===== src/hdl/ccbf_pkg.sv =====
`timescale 1ns / 1ps
// Shared types and constants for the content column bounds finder.
// No dependencies; imported by every module of the block.
package ccbf_pkg;

    localparam int MAX_COLUMNS = 32768;
    localparam int COL_W       = 15;
    localparam int FIELD_MAX   = (1 << COL_W) - 1;
    localparam int COL_LIMIT_I = (MAX_COLUMNS - 1 < FIELD_MAX) ? MAX_COLUMNS - 1 : FIELD_MAX;

    typedef logic [COL_W-1:0] t_col;

    localparam t_col COL_LIMIT = t_col'(COL_LIMIT_I);

    localparam int PIX_W   = 8;
    localparam int CFG_W   = 15;
    localparam int CFG_IDX_W = 3;

    typedef logic [PIX_W-1:0] t_pix;

    // register indexes on the configuration port
    localparam logic [CFG_IDX_W-1:0] CFG_IDX_ENABLE    = 3'd0;
    localparam logic [CFG_IDX_W-1:0] CFG_IDX_THRESHOLD = 3'd1;
    localparam logic [CFG_IDX_W-1:0] CFG_IDX_FIXED_L   = 3'd2;
    localparam logic [CFG_IDX_W-1:0] CFG_IDX_FIXED_R   = 3'd3;
    localparam logic [CFG_IDX_W-1:0] CFG_IDX_MIN_WIDTH = 3'd4;

    localparam logic RST_ENABLE    = 1'b1;
    localparam t_pix RST_THRESHOLD = 8'd250;
    localparam t_col RST_FIXED_L   = 15'd208;
    localparam t_col RST_FIXED_R   = 15'd30895;
    localparam t_col RST_MIN_WIDTH = 15'd10;

    typedef struct packed {
        logic column_check_enable;
        t_pix white_threshold;
        t_col fixed_left;
        t_col fixed_right;
        t_col min_width;
    } t_cfg;

    typedef struct packed {
        t_col left;
        t_col right;
    } t_span;

endpackage


===== src/hdl/ccbf_scan.sv =====
`timescale 1ns / 1ps
// Pixel scan: per-row dark span tracking, frame bound merging and the
// frame-end bounds register. Depends on ccbf_pkg.
module ccbf_scan (
    input  logic            i_clk,
    input  logic            i_rst_n,
    input  ccbf_pkg::t_cfg  i_cfg,
    input  logic            i_valid,
    output logic            o_ready,
    input  ccbf_pkg::t_pix  i_pixel,
    input  logic            i_row_end,
    input  logic            i_frame_end,
    output logic            o_res_valid,
    input  logic            i_res_ready,
    output ccbf_pkg::t_span o_res
);
    import ccbf_pkg::*;

    t_col  r_col, n_col;
    t_col  r_row_first, n_row_first;
    t_col  r_row_last, n_row_last;
    logic  r_row_dark, n_row_dark;
    logic  r_row_nz, n_row_nz;
    t_col  r_bnd_first, n_bnd_first;
    t_col  r_bnd_last, n_bnd_last;
    logic  r_bnd_flag, n_bnd_flag;
    logic  r_pending, n_pending;
    logic  r_res_valid, n_res_valid;
    t_span r_res, n_res;

    logic  w_accept, w_dark, w_end;
    logic  w_rdark, w_rnz, w_black_fill;
    t_col  w_rfirst, w_rlast;
    t_col  w_mfirst, w_mlast;
    logic  w_mflag;

    assign o_ready     = !r_res_valid || i_res_ready;
    assign w_accept    = i_valid && o_ready;
    assign w_dark      = i_pixel < i_cfg.white_threshold;
    assign w_end       = i_row_end || i_frame_end;
    assign o_res_valid = r_res_valid;
    assign o_res       = r_res;

    always_comb begin
        // row span including this pixel
        w_rdark  = r_row_dark || w_dark;
        w_rnz    = r_row_nz || (i_pixel != '0);
        w_rfirst = r_row_dark ? r_row_first : r_col;
        w_rlast  = w_dark ? r_col : r_row_last;
        // pending black rows turn columns 0..col dark when a content row ends
        w_black_fill = w_rnz && r_pending && (i_cfg.white_threshold != '0);

        w_mfirst = r_bnd_first;
        w_mlast  = r_bnd_last;
        w_mflag  = r_bnd_flag;
        if (w_black_fill) begin
            w_mfirst = '0;
            w_mlast  = (r_bnd_flag && r_bnd_last > r_col) ? r_bnd_last : r_col;
            w_mflag  = 1'b1;
        end else if (w_rnz && w_rdark) begin
            w_mfirst = (r_bnd_flag && r_bnd_first < w_rfirst) ? r_bnd_first : w_rfirst;
            w_mlast  = (r_bnd_flag && r_bnd_last > w_rlast) ? r_bnd_last : w_rlast;
            w_mflag  = 1'b1;
        end
    end

    always_comb begin
        n_col       = r_col;
        n_row_first = r_row_first;
        n_row_last  = r_row_last;
        n_row_dark  = r_row_dark;
        n_row_nz    = r_row_nz;
        n_bnd_first = r_bnd_first;
        n_bnd_last  = r_bnd_last;
        n_bnd_flag  = r_bnd_flag;
        n_pending   = r_pending;
        n_res_valid = r_res_valid && !i_res_ready;
        n_res       = r_res;

        if (w_accept) begin
            if (!w_end) begin
                n_row_first = w_rfirst;
                n_row_last  = w_rlast;
                n_row_dark  = w_rdark;
                n_row_nz    = w_rnz;
                if (r_col < COL_LIMIT) begin
                    n_col = r_col + t_col'(1);
                end
            end else begin
                n_col       = '0;
                n_row_first = '0;
                n_row_last  = '0;
                n_row_dark  = 1'b0;
                n_row_nz    = 1'b0;
                n_bnd_first = w_mfirst;
                n_bnd_last  = w_mlast;
                n_bnd_flag  = w_mflag;
                n_pending   = !w_rnz;
                if (i_frame_end) begin
                    // trailing black rows are dropped with the frame state
                    n_bnd_first = '0;
                    n_bnd_last  = '0;
                    n_bnd_flag  = 1'b0;
                    n_pending   = 1'b0;
                    n_res_valid = 1'b1;
                    if (!i_cfg.column_check_enable) begin
                        n_res.left  = i_cfg.fixed_left;
                        n_res.right = i_cfg.fixed_right;
                    end else if (w_mflag) begin
                        n_res.left  = w_mfirst;
                        n_res.right = w_mlast;
                    end else begin
                        n_res.left  = '0;
                        n_res.right = r_col;
                    end
                end
            end
        end
    end

    always_ff @(posedge i_clk) begin
        if (!i_rst_n) begin
            r_col       <= '0;
            r_row_first <= '0;
            r_row_last  <= '0;
            r_row_dark  <= 1'b0;
            r_row_nz    <= 1'b0;
            r_bnd_first <= '0;
            r_bnd_last  <= '0;
            r_bnd_flag  <= 1'b0;
            r_pending   <= 1'b0;
            r_res_valid <= 1'b0;
        end else begin
            r_col       <= n_col;
            r_row_first <= n_row_first;
            r_row_last  <= n_row_last;
            r_row_dark  <= n_row_dark;
            r_row_nz    <= n_row_nz;
            r_bnd_first <= n_bnd_first;
            r_bnd_last  <= n_bnd_last;
            r_bnd_flag  <= n_bnd_flag;
            r_pending   <= n_pending;
            r_res_valid <= n_res_valid;
        end
    end

    always_ff @(posedge i_clk) begin
        r_res <= n_res;
    end

endmodule


===== src/hdl/ccbf_result.sv =====
`timescale 1ns / 1ps
// Result stage: width check against the minimum and the output register.
// Depends on ccbf_pkg.
module ccbf_result (
    input  logic            i_clk,
    input  logic            i_rst_n,
    input  logic            i_res_valid,
    output logic            o_res_ready,
    input  ccbf_pkg::t_span i_res,
    input  ccbf_pkg::t_col  i_min_width,
    output logic            o_valid,
    input  logic            i_ready,
    output ccbf_pkg::t_span o_span,
    output logic            o_crop_valid
);
    import ccbf_pkg::*;

    logic  r_valid, n_valid;
    t_span r_span, n_span;
    logic  r_crop_valid, n_crop_valid;
    logic  [COL_W:0] w_limit;

    assign o_res_ready  = !r_valid || i_ready;
    assign o_valid      = r_valid;
    assign o_span       = r_span;
    assign o_crop_valid = r_crop_valid;
    assign w_limit      = {1'b0, i_res.left} + {1'b0, i_min_width};

    always_comb begin
        n_valid      = r_valid && !i_ready;
        n_span       = r_span;
        n_crop_valid = r_crop_valid;
        if (i_res_valid && o_res_ready) begin
            n_valid      = 1'b1;
            n_span       = i_res;
            n_crop_valid = {1'b0, i_res.right} > w_limit;
        end
    end

    always_ff @(posedge i_clk) begin
        if (!i_rst_n) begin
            r_valid <= 1'b0;
        end else begin
            r_valid <= n_valid;
        end
    end

    always_ff @(posedge i_clk) begin
        r_span       <= n_span;
        r_crop_valid <= n_crop_valid;
    end

endmodule


===== src/hdl/content_column_bounds_finder.sv =====
`timescale 1ns / 1ps
// Top level of the content column bounds finder: configuration registers,
// pixel scan and result stage. Depends on ccbf_pkg, ccbf_scan, ccbf_result.
//
//  channel   direction  tdata                               tuser
//  s_axis    in         [7:0] pixel, tlast = row end         [0] frame end
//  m_axis    out        [14:0] crop_left, [29:15] crop_right [0] crop valid
//  i_cfg_*   in         write enable, index, 15-bit data     -
//
// One pixel transfer per cycle, sustained while s_axis_tready is high. A frame-end
// pixel yields one result, held first in the scan bounds register and then,
// after the width check, in the output register.
// Reset (synchronous, active low) clears frame state and loads register defaults.
// A stall on m_axis holds the output register; s_axis keeps taking pixels
// until both result registers are full.
module content_column_bounds_finder (
    input  logic                            i_clk,
    input  logic                            i_rst_n,
    input  logic                            s_axis_tvalid,
    output logic                            s_axis_tready,
    input  logic [7:0]                      s_axis_tdata,   // [7:0] pixel
    input  logic                            s_axis_tlast,   // row end
    input  logic [0:0]                      s_axis_tuser,   // [0] frame end
    output logic                            m_axis_tvalid,
    input  logic                            m_axis_tready,
    output logic [31:0]                     m_axis_tdata,   // [14:0] left, [29:15] right
    output logic [0:0]                      m_axis_tuser,   // [0] crop valid
    input  logic                            i_cfg_we,
    input  logic [ccbf_pkg::CFG_IDX_W-1:0]  i_cfg_idx,
    input  logic [ccbf_pkg::CFG_W-1:0]      i_cfg_wdata
);
    import ccbf_pkg::*;

    t_cfg  r_cfg, n_cfg;
    logic  w_res_valid, w_res_ready, w_crop_valid;
    t_span w_res, w_out;

    always_comb begin
        n_cfg = r_cfg;
        if (i_cfg_we) begin
            case (i_cfg_idx)
                CFG_IDX_ENABLE:    n_cfg.column_check_enable = i_cfg_wdata[0];
                CFG_IDX_THRESHOLD: n_cfg.white_threshold     = i_cfg_wdata[PIX_W-1:0];
                CFG_IDX_FIXED_L:   n_cfg.fixed_left          = i_cfg_wdata[COL_W-1:0];
                CFG_IDX_FIXED_R:   n_cfg.fixed_right         = i_cfg_wdata[COL_W-1:0];
                CFG_IDX_MIN_WIDTH: n_cfg.min_width           = i_cfg_wdata[COL_W-1:0];
                default:           n_cfg = r_cfg;
            endcase
        end
    end

    always_ff @(posedge i_clk) begin
        if (!i_rst_n) begin
            r_cfg.column_check_enable <= RST_ENABLE;
            r_cfg.white_threshold     <= RST_THRESHOLD;
            r_cfg.fixed_left          <= RST_FIXED_L;
            r_cfg.fixed_right         <= RST_FIXED_R;
            r_cfg.min_width           <= RST_MIN_WIDTH;
        end else begin
            r_cfg <= n_cfg;
        end
    end

    ccbf_scan u_scan (
        .i_clk       (i_clk),
        .i_rst_n     (i_rst_n),
        .i_cfg       (r_cfg),
        .i_valid     (s_axis_tvalid),
        .o_ready     (s_axis_tready),
        .i_pixel     (s_axis_tdata),
        .i_row_end   (s_axis_tlast),
        .i_frame_end (s_axis_tuser[0]),
        .o_res_valid (w_res_valid),
        .i_res_ready (w_res_ready),
        .o_res       (w_res)
    );

    ccbf_result u_result (
        .i_clk        (i_clk),
        .i_rst_n      (i_rst_n),
        .i_res_valid  (w_res_valid),
        .o_res_ready  (w_res_ready),
        .i_res        (w_res),
        .i_min_width  (r_cfg.min_width),
        .o_valid      (m_axis_tvalid),
        .i_ready      (m_axis_tready),
        .o_span       (w_out),
        .o_crop_valid (w_crop_valid)
    );

    assign m_axis_tdata = {2'b00, w_out.right, w_out.left};
    assign m_axis_tuser = w_crop_valid;

endmodule

===== config.mk =====
export PLATFORM = sky130hd
export DESIGN_NAME = content_column_bounds_finder
export DESIGN_NICKNAME = d
export VERILOG_FILES = /design/src/hdl/ccbf_pkg.sv /design/src/hdl/ccbf_scan.sv /design/src/hdl/ccbf_result.sv /design/src/hdl/content_column_bounds_finder.sv
export SDC_FILE = /design/constraint.sdc
export NUM_CORES = 1
export LEC_CHECK = 0
export BUFFER_PORTS_ARGS = -buffer_cell sky130_fd_sc_hd__buf_2
export CAP_MARGIN = 20
export CORE_MARGIN = 2
export CORE_UTILIZATION = 45
export DETAILED_ROUTE_END_ITERATION = 10
export PLACE_DENSITY = 0.72
export SYNTH_ARGS = -nofsm -noshare
export SYNTH_HDL_FRONTEND = slang
export SYNTH_SLANG_ARGS = --single-unit

===== constraint.sdc =====
create_clock -name i_clk -period 4.2 [get_ports i_clk]
set_clock_uncertainty 0.05 [all_clocks]
set_input_delay 0.42 -clock i_clk [delete_from_list [all_inputs] [get_ports i_clk]]
set_output_delay 0.42 -clock i_clk [all_outputs]
set_load 0.01 [all_outputs]

# Yosys cells after proc, flatten, opt, wreduce, memory -nomap -nowiden
# Index checks and enable logic that the tools add are counted.
[totals]
elab_cells = 92
register_bits = 196
out_inout_bits = 35
in_bits = 33
[classes]
eq_ne = 4
n_addsub = 2
order_cmp = 6
muxes = 27
reduce_logical = 32
[ops]
columns = ["cell", "n"]
rows = [
  ["$mux 15", 15],
  ["$mux 30", 2],
  ["$gt 15x15->1", 2],
  ["$add 15x15->16", 1],
  ["$gt 15x16->1", 1],
  ["$reduce_bool 8->1", 2],
  ["$add 15x1->15 const B", 1],
  ["$lt 15x15->1", 1],
  ["$lt 15x15->1 const B", 1],
  ["$reduce_and 2->1", 7],
  ["$logic_and 1x1->1", 10],
  ["$mux 1", 10],
  ["$lt 8x8->1", 1],
  ["$eq 3x2->1 const B", 2],
  ["$logic_not 1->1", 5],
  ["$logic_or 1x1->1", 5],
  ["$eq 3x1->1 const B", 1],
  ["$eq 3x3->1 const B", 1],
  ["$logic_not 3->1", 1],
  ["$reduce_and 3->1", 1],
  ["$reduce_bool 2->1", 1],
]

# Longest topological paths before layout
# Gate-level depths: netlist of run 1.
[logic_depth]
depth_word = 9
ltp_mapped = 18
ltp_nobuf = 16

# By module
# Synthesis of run 1 repeated with hierarchy kept, for this count alone.
[hier_totals]
hier_cells = 1143
hier_area_um2 = 10800.4
[modules_own_cells]
columns = ["mod", "instances", "area_each_um2", "seq_area_each_um2", "cells_each"]
rows = [
  ["ccbf_scan", 1, 6610.1, 2502.4, 765],
  ["content_column_bounds_finder", 1, 2193.4, 1081.0, 213],
  ["ccbf_result", 1, 1996.9, 950.9, 165],
]

# Worst setup path before layout of run 1
# Ideal clock, no wire load.
[synth_timing]
path_type = "in2reg"
from = "input port s_axis_tdata[7]"
to = "register u_scan.r_res, in the netlist u_scan.o_res[10], data pin"
stages = 16
required_ps = 3887
setup_time_ps = 263
arrival_ps = 3919
slack_ps = -33
path_buffers = 3
path_cell_list = "ha_1 -> nand4_1 -> o31ai_2 -> clkbuf_1 -> buf_1 -> a21oi_1 -> ha_1 -> nand4_2 -> nor4_2 -> o211ai_1 -> a31oi_1 -> a41o_2 -> nand2_1 -> buf_2 -> a221oi_1 -> a21oi_1"
[synth_between]
elab_chain_len = 9
word_cells_on_any_way = 17
cone_classes = "order compare (2); mux (8); reduce/logical (7)"
[synth_lines]
columns = ["item", "line", "rtl"]
rows = [
  ["start, declared", "content_column_bounds_finder.sv:21", "input logic [7:0] s_axis_tdata,"],
  ["$lt 8x8->1", "ccbf_scan.sv:39", "assign w_dark = i_pixel < i_cfg.white_threshold;"],
  ["$mux 15", "ccbf_scan.sv:49", "w_rlast = w_dark ? r_col : r_row_last;"],
  ["$gt 15x15->1", "ccbf_scan.sv:62", "w_mlast = (r_bnd_flag && r_bnd_last > w_rlast) ? r_bnd_last : w_rlast;"],
  ["$logic_and 1x1->1", "ccbf_scan.sv:62", ""],
  ["$mux 15", "ccbf_scan.sv:62", ""],
  ["$mux 15", "ccbf_scan.sv:60", "end else if (w_rnz && w_rdark) begin"],
  ["$mux 15", "ccbf_scan.sv:56", "if (w_black_fill) begin"],
  ["$mux 30 *", "ccbf_scan.sv:109", "end else if (w_mflag) begin"],
  ["$mux 30 *", "ccbf_scan.sv:106", "if (!i_cfg.column_check_enable) begin"],
  ["end signal, assigned", "ccbf_scan.sv:148", "r_res <= n_res;"],
  ["end, declared", "ccbf_scan.sv:29", "t_span r_res, n_res;"],
]
# Every way passes the cells marked *; elsewhere a longest branch is shown, timed or not.
# A chain may end at the register's enable or synchronous reset.

# Final worst setup path of run 1
[layout_timing]
from = "register r_cfg[46] in the netlist's numbering"
to = "register u_scan.r_res, in the netlist u_scan.o_res[10], data pin"
[layout_between]
elab_chain_len = 9
word_cells_on_any_way = 15
cone_classes = "order compare (2); mux (8); reduce/logical (5)"
[layout_lines]
columns = ["item", "line", "rtl"]
rows = [
  ["start, declared", "content_column_bounds_finder.sv:34", "t_cfg r_cfg, n_cfg;"],
  ["start signal, assigned", "content_column_bounds_finder.sv:60", "r_cfg <= n_cfg;"],
  ["$lt 8x8->1", "ccbf_scan.sv:39", ""],
  ["$mux 15", "ccbf_scan.sv:49", ""],
  ["$gt 15x15->1", "ccbf_scan.sv:62", ""],
  ["$logic_and 1x1->1", "ccbf_scan.sv:62", ""],
  ["$mux 15", "ccbf_scan.sv:62", ""],
  ["$mux 15", "ccbf_scan.sv:60", ""],
  ["$mux 15", "ccbf_scan.sv:56", ""],
  ["$mux 30 *", "ccbf_scan.sv:109", ""],
  ["$mux 30 *", "ccbf_scan.sv:106", ""],
]
# Marks and branches as above.

==> reports/qor.txt, run 1 <==
# setup viols final = 0
Yosys cell types = 69
Cell area after layout = 0.0120 mm2
Hold buffers post-CTS = 0
Core Region = 0.0228 mm2
Gr usage total = 0.240
First-pass GRT wire length = 45.3 mm
Status = finished, final reports clean
Fin nets = 1312
Via count = 8800
Depth of the CTS H-tree = 4
Req. time, crit path = 4.33 ns
Crit path max-delay family = compound AO/OA/AOI/OAI gates
DR vias/cell = 5.78
Final max-slew violation count = 0
Syn Area/Cell = 9.30 um2
Total Wirelength = 28.9 mm
Die ar. = 0.0246 mm2
Max frequency = 250 MHz
Commonest non-fill, non-tap cells in the layout = 145 x nand2_1, 135 x dfxtp_1, 81 x nor2_1, 81 x ha_1, 73 x a21oi_1
Synth Register Bits = 196
WL/cell = 19.0 um
Initial antenna violation count = 1
Placed Instance Area = 0.0113 mm2
CTS tree = done
Slowest stage delay, CP = 0.38 ns
Final ANT Viol Nets = 0
Final Hold Violating Endpoints = 0
Initial drt markers = 802
HPWL Detailed = 20.9 mm
Post-Syn Area = 0.0105 mm2
Startpoint Class = flop
Number of global-route vias before repair = 8316
Cells after synthesis = 1132
Diodes inserted = 0
Sequential share of the synthesized area = 0.431
Critical path buffers and inverters = 4
CP arrival = 4.13 ns
Clock Tree Root = clkbuf_16
Top post-synthesis cells by area = dfxtp_1 26%, edfxtp_1 17%, ha_1 9.6%
CP Capture Type = flop
Number of primary I/O pins = 68
Slew @ Worst Pin = 0.829 ns
IO Port Bufs = 65
Global route overflow = 0
Leading cell type in the layout, fill and taps excluded = nand2_1
Area Growth Syn to Fin = 14.0%
Post-synth EDFFs = 61
Clk sinks = 196
Pwr Density = 335 mW/mm2
Critical path class = flop to flop
Tightest Hold Check Type = primary input to flop
Chip width = 157 um
Tmin final = 4.00 ns
Top_reg_cell synth = dfxtp_1
VDD IR-drop max = 277 uV
Pin count of the biggest net entering global routing = 87
Residual DRC count = 0
Final Wtd Congestion = 0.998
Post-Place Cells = 1486
Post-synth top area cell = dfxtp_1
CTS clk-pin slew, worst paths = 0.07 ns
Layout cells sized above 1 = 0.147
Die Ht = 157 um
Site Rows = 55
Starting Density = 0.462
CTS buffer count = 17
Yosys top cell area share = 0.257
Worst hold slack = 0.193 ns
Tcrit/Tclk final = 0.952
Clk_lat worst skew = 0.45 ns
Cell Chain, Critical Path = inv_1 > ha_1 > a2111oi_4 > o31ai_4 > buf_4 > clkbuf_16 > nor2_1 > a21oi_1 > ha_1 > nand4_2 > nor4_4 > o211ai_1 > a31oi_1 > a41o_2 > nand2_1 > buf_4 > a221oi_1 > a21oi_1
Drt first pass iters = 5
Layout Cells excl Fill = 1523
CTS max path bufs = 2
Headroom to the max-slew limit = 0.444
Crit Path Max Fanout = 24
Total number of yosys warnings = 0
Max-Cap Viols = 0
RSZ-0062 raised after global routing = yes
Final TNS setup = 0 ns
Worst-path cell with the longest stage delay = a2111oi_4
Leakage = 0.00457 uW
Async S/R FF share, synth = 0
==> path summary, 6_finish.rpt <==
check	start	end	slack (ns)	cells after the start
hold / removal	i_rst_n	u_result.o_valid$_SDFF_PN0_	0.19	2
hold reg to reg	u_scan.o_res[1]$_DFFE_PP_	u_result.o_span[1]$_DFFE_PP_	0.42	0
setup / recovery	r_cfg[46]$_SDFFE_PN1P_	u_scan.o_res[10]$_DFFE_PP_	0.20	18
setup reg to reg	r_cfg[46]$_SDFFE_PN1P_	u_scan.o_res[10]$_DFFE_PP_	0.20	18
==> worst register-to-register path: cells and delay by family (launching register included) <==
family          cells  cell delay [ns]
fa+ha+maj           2             0.62
flops               1             0.33
simple gates        4             0.52
buf+inv             4             0.61
compound gates      8             1.60
==> timing repair <==
| action | 4_1_cts | 5_1_grt |
|---|---|---|
| setup endpoints to repair | 0 | 30 |
| buffers inserted | 0 | 4 |
| gates resized for setup | 0 | 4 |
| endpoints found under the hold margin | 0 | 0 |
==> cell usage after synthesis, types with 5 or more instances <==
cell type,instances
o2bb2ai_1,19
nor3_1,21
inv_1,41
xor2_1,8
and3_1,5
nand2_1,145
ha_1,81
a221oi_1,12
a22oi_1,15
nand3_1,40
o21ai_0,45
o2bb2ai_2,10
a21o_1,7
nand2b_1,7
and2_1,21
o21a_1,11
xnor2_1,15
edfxtp_1,61
a21oi_1,73
a21boi_0,34
nor4_1,5
nor2_1,82
nor3b_1,13
dfxtp_1,135
clkbuf_1,48
mux2i_1,17
buf_2,9
or2_2,6
o211ai_1,14
or3_1,20
nor2b_1,25
nand4_1,13
a221o_1,12
==> per-stage QoR <==
step / utilization / setup slack [ns] / total power [uW]
CTS: 0.523 / 0.00530 / 4020
finish: 0.527 / 0.202 / 4020
detailed placement: 0.497 / -0.0895 / 2390
floorplan: - / 0.0388 / 2270
global route: 0.527 / -0.0687 / 4130
global placement: 0.497 / 0.0183 / 2390
==> area by class of cell <==
type | instances | area, um2
Sequential cell | 196 | 4530
Inverter | 41 | 154
Multi-Input combinational cell | 830 | 5590
Clock inverter | 15 | 176
Tap cell | 313 | 392
Fill cell | 2042 | 10800
Clock buffer | 17 | 425
Timing Repair Buffer | 111 | 726
==> layer usage <==
layer,part of all wire,GRT usage
met1,0.45,0.332
met2,0.46,0.381
met3,0.068,0.0339
met4,0.030,0.0935
met5,0.00045,0
==> registers in the layout (all words and copies together) (netlist names), 15 cells and up <==
name / flops
u_scan.o_res: 30
u_scan.r_bnd_first: 15
r_cfg: 54
u_scan.r_bnd_last: 15
u_result.o_span: 30
u_scan.r_row_first: 15
u_scan.r_row_last: 15
u_scan.r_col: 15
==> where the power goes <==
part / leakage [uW] / switching, uW / internal, uW / total (uW)
Sequential: 0.00167 / 25.1 / 1990 / 2010
Clock: 0.000290 / 848 / 806 / 1650
Combinational: 0.00261 / 224 / 127 / 352
Total: 0.00457 / 1100 / 2920 / 4020
==> logic make-up after synthesis <==
group,synth area share
multiplexers,0.0162
buffers and inverters,0.0421
flip-flops,0.431
XOR/XNOR,0.0191
AND/OR/NAND/NOR,0.189
other,0.000356
AO/OA/AOI/OAI,0.205
adder cells (fa/ha/maj),0.0982
Note: power is estimated with default switching activity, not from simulation.
==> run 2: changes to the inputs <==
--- a/config.mk
+++ b/config.mk
@@ -5,12 +5,12 @@
 export SDC_FILE = /design/constraint.sdc
 export NUM_CORES = 1
 export LEC_CHECK = 0
-export BUFFER_PORTS_ARGS = -buffer_cell sky130_fd_sc_hd__buf_2
 export CAP_MARGIN = 20
 export CORE_MARGIN = 2
 export CORE_UTILIZATION = 45
 export DETAILED_ROUTE_END_ITERATION = 10
-export PLACE_DENSITY = 0.72
+export DONT_BUFFER_PORTS = 1
+export PLACE_DENSITY = 0.69
 export SYNTH_ARGS = -nofsm -noshare
 export SYNTH_HDL_FRONTEND = slang
 export SYNTH_SLANG_ARGS = --single-unit
==> run 2 against run 1 <==
Core utilization decreased by 1.7 points. Clock power about the same. Largest power group unchanged. Critical path type unchanged. Routed wire length decreased by 0.44%. Highest routed layer is now met4.
==> reports/qor.txt, run 2 (same netlist as run 1, synthesis figures left out) <==
Tmin final = 3.94 ns (was 4.00 ns)
IO Port Bufs = 0 (was 65)
DR vias/cell = 5.89 (was 5.78)
Number of primary I/O pins = 68 (unchanged)
# setup viols final = 0 (unchanged)
CP Capture Type = flop (unchanged)
Core Region = 0.0228 mm2 (unchanged)
Final TNS setup = 0 ns (unchanged)
CTS tree = done (unchanged)
CP arrival = 4.14 ns (was 4.13 ns)
Drt first pass iters = 5 (unchanged)
First-pass GRT wire length = 45.1 mm (was 45.3 mm)
Initial drt markers = 779 (was 802)
Startpoint Class = flop (unchanged)
Clk sinks = 196 (unchanged)
Fin nets = 1239 (was 1312)
Pwr Density = 341 mW/mm2 (was 335 mW/mm2)
Depth of the CTS H-tree = 4 (unchanged)
CTS buffer count = 17 (unchanged)
Final Hold Violating Endpoints = 0 (unchanged)
Leading cell type in the layout, fill and taps excluded = nand2_1 (unchanged)
Via count = 8540 (was 8800)
Diodes inserted = 0 (unchanged)
Starting Density = 0.462 (unchanged)
Req. time, crit path = 4.41 ns (was 4.33 ns)
Layout cells sized above 1 = 0.0932 (was 0.147)
Number of global-route vias before repair = 8131 (was 8316)
Chip width = 157 um (unchanged)
CTS clk-pin slew, worst paths = 0.08 ns (was 0.07 ns)
Comb pwr share = 0.073 (was 0.087)
RR Endpoint = u_scan.o_res[14]$_DFFE_PP_ (was u_scan.o_res[10]$_DFFE_PP_)
Area Growth Syn to Fin = 10.2% (was 14.0%)
Hold buffers post-CTS = 0 (unchanged)
Final core utilization = 0.509 (was 0.527)
Most flops, register = r_cfg (unchanged)
Status = finished, final reports clean (unchanged)
Net Sw Power = 1050 uW (was 1100 uW)
Critical path class = flop to flop (unchanged)
Placed Instance Area = 0.0109 mm2 (was 0.0113 mm2)
Setup crit end = u_scan.o_res[14]$_DFFE_PP_ (was u_scan.o_res[10]$_DFFE_PP_)
Met2 Use GR = 0.384 (was 0.381)
Final max-slew violation count = 0 (unchanged)
VDD IR-drop max = 333 uV (was 277 uV)
Worst Setup SP = r_cfg[51]$_SDFFE_PN1P_ (was r_cfg[46]$_SDFFE_PN1P_)
Slew @ Worst Pin = 0.948 ns (was 0.829 ns)
RSZ-0062 raised after global routing = yes (unchanged)
Internal = 2900 uW (was 2920 uW)
Final Wtd Congestion = 0.928 (was 0.998)
Clock Tree Root = clkbuf_16 (unchanged)
Die Ht = 157 um (unchanged)
Final ANT Viol Nets = 0 (unchanged)
Max-Cap Viols = 0 (unchanged)
Tcrit/Tclk final = 0.938 (was 0.952)
Site Rows = 55 (unchanged)
Commonest non-fill, non-tap cells in the layout = 144 x nand2_1, 135 x dfxtp_1, 81 x nor2_1, 81 x ha_1, 73 x a21oi_1 (was 145 x nand2_1, 135 x dfxtp_1, 81 x nor2_1, 81 x ha_1, 73 x a21oi_1)
FF-to-FF path depth = 16 (was 18)
Switching share of power = 0.266 (was 0.273)
Global Route met1 Usage = 0.334 (was 0.332)
HPWL Detailed = 20.9 mm (about the same)
Headroom to the max-slew limit = 0.367 (was 0.444)
Clock Power Share = 0.417 (was 0.412)
Worst reg-to-reg setup slack = 0.26 ns (was 0.20 ns)
Max reg flops = 54 (unchanged)
Max frequency = 254 MHz (was 250 MHz)
Total Wirelength = 28.7 mm (was 28.9 mm)
M3 GR Usage = 0.0369 (was 0.0339)
Total Power = 3960 uW (was 4020 uW)
Leakage = 0.00429 uW (was 0.00457 uW)
R2R Path Start = r_cfg[51]$_SDFFE_PN1P_ (was r_cfg[46]$_SDFFE_PN1P_)
Reg power frac = 0.510 (was 0.501)
Residual DRC count = 0 (unchanged)
Initial antenna violation count = 0 (was 1)
WL/cell = 19.8 um (was 19.0 um)
Gr usage total = 0.240 (about the same)
Die ar. = 0.0246 mm2 (unchanged)
Clk_lat worst skew = 0.44 ns (was 0.45 ns)
Crit Path Max Fanout = 31 (was 24)
Global route overflow = 0 (unchanged)
Cell area after layout = 0.0116 mm2 (was 0.0120 mm2)
CTS max path bufs = 2 (unchanged)
Tightest Hold Check Type = primary input to flop (unchanged)
Most used routing layer = met2 (unchanged)
Pin count of the biggest net entering global routing = 91 (was 87)
run 2: how the worst min path moves through the flow:
stage	slack (ns)	end	cells after the start	start
finish	0.05	r_cfg[28]$_SDFFE_PN1P_	2	i_cfg_wdata[13]
global route	0.02	r_cfg[37]$_SDFFE_PN1P_	1	i_rst_n
CTS	0.005	r_cfg[22]$_SDFFE_PN1P_	1	i_rst_n
detailed placement	0.40	u_result.o_span[21]$_DFFE_PP_	0	u_scan.o_res[21]$_DFFE_PP_
global placement	0.40	u_scan.r_row_nz$_SDFFE_PN0P_	2	u_scan.r_row_nz$_SDFFE_PN0P_
floorplan	0.38	u_result.o_span[0]$_DFFE_PP_	0	u_scan.o_res[0]$_DFFE_PP_
run 2: timing repair:
item | CTS | global route
resized for setup | 0 | 6
setup endpoints to repair | 0 | 29
hold endpoints to repair | 0 | 0
setup buffers | 0 | 3
run 2: per-stage QoR:
stage	worst slack, ns	instances	hold WS [ns]
after global routing	-0.0346	1450	0.0201
after CTS	0.112	1446	0.00508
after global placement	0.179	1414	0.396
final	0.262	1450	0.0451
after floorplan	0.0388	1133	0.376
after detailed placement	0.0925	1414	0.402
run 2: critical path, cell delays in order (launching register included):
cell      delay, ns
dfxtp_1        0.34
inv_1          0.07
ha_1           0.30
nand4_1        0.17
o31ai_4        0.31
buf_12         0.21
nor2_1         0.06
a21oi_1        0.21
ha_1           0.19
nand4_2        0.16
nor4_4         0.33
o211ai_1       0.12
a31oi_1        0.25
a41o_2         0.19
a21o_2         0.33
nand3_1        0.14
a41oi_1        0.28
run 2: power groups by stage:
stage | Sequential [uW] | Combinational (uW) | Clock [uW]
final | 2020 | 289 | 1650
after global routing | 2020 | 322 | 1750
after global placement | 2060 | 273 | 0
after CTS | 2020 | 281 | 1660
after detailed placement | 2060 | 279 | 0
after floorplan | 2050 | 225 | 0
run 2: cell type report:
cell class / count / area, um2
clock inverters: 15 / 174
well taps: 313 / 392
fillers: 2085 / 11200
clock buffers: 17 / 425
inverters: 41 / 154
repair buffers: 38 / 318
multi-input cells: 830 / 5600
flip-flops and latches: 196 / 4530
run 2: routing by layer:
layer | part of all wire | vias up | wire length [um]
met3 | 0.068 | 48 | 1940
li1 | - | 4083 | -
met4 | 0.022 | 0 | 642
met1 | 0.45 | 4092 | 13000
met2 | 0.46 | 317 | 13100
met5 | 0 | - | 0
==> run 3: changes to the inputs <==
--- a/config.mk
+++ b/config.mk
@@ -6,11 +6,13 @@
 export NUM_CORES = 1
 export LEC_CHECK = 0
 export CAP_MARGIN = 20
-export CORE_MARGIN = 2
+export CORE_MARGIN = 5
 export CORE_UTILIZATION = 45
+export CTS_BUF_LIST = sky130_fd_sc_hd__clkbuf_16
 export DETAILED_ROUTE_END_ITERATION = 10
 export DONT_BUFFER_PORTS = 1
 export PLACE_DENSITY = 0.69
+export SKIP_CTS_REPAIR_TIMING = 1
 export SYNTH_ARGS = -nofsm -noshare
 export SYNTH_HDL_FRONTEND = slang
 export SYNTH_SLANG_ARGS = --single-unit
==> run 3 against run 2 <==
Critical path type unchanged. Combinational power shrank 1%. Cell area increased by 0.19%. Clock-buffer cell count stayed put. Sequential cell count did not move. Critical endpoint is now u_result.o_crop_valid$_DFFE_PP_. Global-route usage shrank 1.5 points. Hold slack is essentially flat. Non-clock buffer count is 3 higher. Cell count increased by 0.62%. Highest routed layer unchanged. Total power is 0.64% lower.
==> reports/qor.txt, run 3 (same netlist as run 1, synthesis figures left out) <==
Switching share of power = 0.264 (was 0.266)
First-pass GRT wire length = 46.4 mm (was 45.1 mm)
R2R Path Start = u_scan.o_res[16]$_DFFE_PP_ (was r_cfg[51]$_SDFFE_PN1P_)
Total Power = 3930 uW (was 3960 uW)
Die Ht = 163 um (was 157 um)
Chip width = 163 um (was 157 um)
VDD IR-drop max = 210 uV (was 333 uV)
Hold Path Origin = i_rst_n (was i_cfg_wdata[13])
Pin count of the biggest net entering global routing = 91 (unchanged)
Max frequency = 251 MHz (was 254 MHz)
Commonest non-fill, non-tap cells in the layout = 145 x nand2_1, 135 x dfxtp_1, 81 x nor2_1, 81 x ha_1, 72 x a21oi_1 (was 144 x nand2_1, 135 x dfxtp_1, 81 x nor2_1, 81 x ha_1, 73 x a21oi_1)
Clock Tree Root = clkbuf_16 (unchanged)
Final max-slew violation count = 0 (unchanged)
Worst reg-to-reg setup slack = 0.21 ns (was 0.26 ns)
Comb pwr share = 0.073 (about the same)
Crit path max-delay family = compound AO/OA/AOI/OAI gates (unchanged)
Met2 wire length = 14.0 mm (was 13.1 mm)
Slew @ Worst Pin = 1.00 ns (was 0.948 ns)
FF-to-FF path depth = 16 (unchanged)
Worst hold slack = 0.0448 ns (was 0.0451 ns)
Tmin final = 3.99 ns (was 3.94 ns)
Reg power frac = 0.515 (was 0.510)
Diodes inserted = 0 (unchanged)
RR Endpoint = u_result.o_crop_valid$_DFFE_PP_ (was u_scan.o_res[14]$_DFFE_PP_)
PnR worst setup slack = 0.213 ns (was 0.262 ns)
Final Hold Violating Endpoints = 0 (unchanged)
Final TNS setup = 0 ns (unchanged)
Tightest Hold Check Type = primary input to flop (unchanged)
DR vias/cell = 5.93 (was 5.89)
Internal = 2890 uW (was 2900 uW)
Cell Chain, Critical Path = ha_1 > a21o_1 > a21oi_1 > o211ai_1 > and3_1 > o21a_1 > nor2_1 > xor2_1 > ha_1 > a21oi_1 > nor2b_1 > o21ai_0 > o211ai_1 > a2111o_1 > o32ai_1 > nor2_1 (was inv_1 > ha_1 > nand4_1 > o31ai_4 > buf_12 > nor2_1 > a21oi_1 > ha_1 > nand4_2 > nor4_4 > o211ai_1 > a31oi_1 > a41o_2 > a21o_2 > nand3_1 > a41oi_1)
Total length of routed met3 wires = 2.16 mm (was 1.94 mm)
# setup viols final = 0 (unchanged)
WL/cell = 20.6 um (was 19.8 um)
Filler cells = 2168 (was 2085)
Startpoint Class = flop (unchanged)
Crit Path Max Fanout = 3 (was 31)
Total Wirelength = 30.1 mm (was 28.7 mm)
Via count = 8656 (was 8540)
Clk sinks = 196 (unchanged)
Net Sw Power = 1040 uW (was 1050 uW)
Max-Cap Viols = 0 (unchanged)
CTS tree = done (unchanged)
CTS buffer count = 17 (unchanged)
Initial drt markers = 1113 (was 779)
CTS clk-pin slew, worst paths = 0.08 ns (about the same)
DRT met1 WL = 13.0 mm (about the same)
Tcrit/Tclk final = 0.949 (was 0.938)
Area Growth Syn to Fin = 10.4% (was 10.2%)
Number of primary I/O pins = 68 (unchanged)
Starting Density = 0.453 (was 0.462)
Pwr Density = 338 mW/mm2 (was 341 mW/mm2)
IO Port Bufs = 0 (unchanged)
Clock Power Share = 0.413 (was 0.417)
Number of global-route vias before repair = 8198 (was 8131)
Initial antenna violation count = 0 (unchanged)
Most flops, register = r_cfg (unchanged)
Critical path class = flop to flop (unchanged)
Hold Path Depth = 1 (was 2)
Req. time, crit path = 4.33 ns (was 4.41 ns)
Core Region = 0.0233 mm2 (was 0.0228 mm2)
Slowest stage delay, CP = 0.49 ns (was 0.34 ns)
Critical path buffers and inverters = 0 (was 2)
Top sig layer = met4 (unchanged)
Final ANT Viol Nets = 0 (unchanged)
Headroom to the max-slew limit = 0.331 (was 0.367)
Layout cells sized above 1 = 0.0965 (was 0.0932)
Status = finished, final reports clean (unchanged)
Leakage = 0.00429 uW (about the same)
CP arrival = 4.12 ns (was 4.14 ns)
Fin nets = 1242 (was 1239)
Max reg flops = 54 (unchanged)
Residual DRC count = 0 (unchanged)
Final Wtd Congestion = 0.966 (was 0.928)
Post-Place Cells = 1424 (was 1414)
Leading cell type in the layout, fill and taps excluded = nand2_1 (unchanged)
CP Capture Type = flop (unchanged)
Gr usage total = 0.225 (was 0.240)
Setup slack at placement = 0.112 ns (was 0.0925 ns)
Drt first pass iters = 8 (was 5)
Layout Cells excl Fill = 1459 (was 1450)
Worst-path cell with the longest stage delay = edfxtp_1 (was dfxtp_1)
Depth of the CTS H-tree = 4 (unchanged)
Die ar. = 0.0266 mm2 (was 0.0246 mm2)
Site Rows = 56 (was 55)
Clk_lat worst skew = 0.44 ns (about the same)
HPWL Detailed = 22.1 mm (was 20.9 mm)
Hold worst-path end = u_result.o_valid$_SDFF_PN0_ (was r_cfg[28]$_SDFFE_PN1P_)
CTS max path bufs = 2 (unchanged)
Global route overflow = 0 (unchanged)
[run 3: per-layer routing]
layer / vias up / global-route usage
met1: 4118 / 0.304
met4: 0 / 0.0892
met3: 62 / 0.0326
met5: - / 0
li1: 4105 / -
met2: 371 / 0.365
[run 3: worst max path at each step]
stage / start / to / slack, ns / depth (start not counted)
2_1_floorplan: s_axis_tdata[7] / u_scan.o_res[10]$_DFFE_PP_ / 0.04 / 16
3_3_place_gp: s_axis_tdata[7] / u_scan.r_bnd_last[2]$_SDFFE_PN0P_ / 0.13 / 14
3_5_place_dp: s_axis_tdata[7] / u_scan.r_bnd_last[2]$_SDFFE_PN0P_ / 0.11 / 14
4_1_cts: r_cfg[52]$_SDFFE_PN1P_ / u_scan.r_bnd_last[3]$_SDFFE_PN0P_ / 0.1 / 15
5_1_grt: r_cfg[46]$_SDFFE_PN1P_ / u_scan.o_res[4]$_DFFE_PP_ / -0.03 / 17
6_report: u_scan.o_res[16]$_DFFE_PP_ / u_result.o_crop_valid$_DFFE_PP_ / 0.21 / 16
[run 3: area by class of cell]
class / instances / area, um2 / share of cell area
Multi-Input combinational cell: 830 / 5610 / 0.483
Sequential cell: 196 / 4530 / 0.390
Inverter: 41 / 154 / 0.0132
Timing Repair Buffer: 41 / 333 / 0.0286
Tap cell: 319 / 399 / 0.0343
Clock inverter: 15 / 163 / 0.0140
Clock buffer: 17 / 425 / 0.0366
[run 3: stage by stage]
stage | instance area, um2 | utilization
floorplan | 10500 | -
detailed placement | 11000 | 0.471
global placement | 11000 | 0.471
CTS | 11500 | 0.496
global route | 11600 | 0.500
finish | 11600 | 0.500
[run 3: power by group through the flow]
stage | clock network (uW) | registers [uW] | logic [uW]
3_5_place_dp | 0 | 2070 | 277
3_3_place_gp | 0 | 2070 | 273
2_1_floorplan | 0 | 2050 | 225
5_1_grt | 1720 | 2030 | 315
4_1_cts | 1640 | 2020 | 279
6_report | 1620 | 2020 | 285
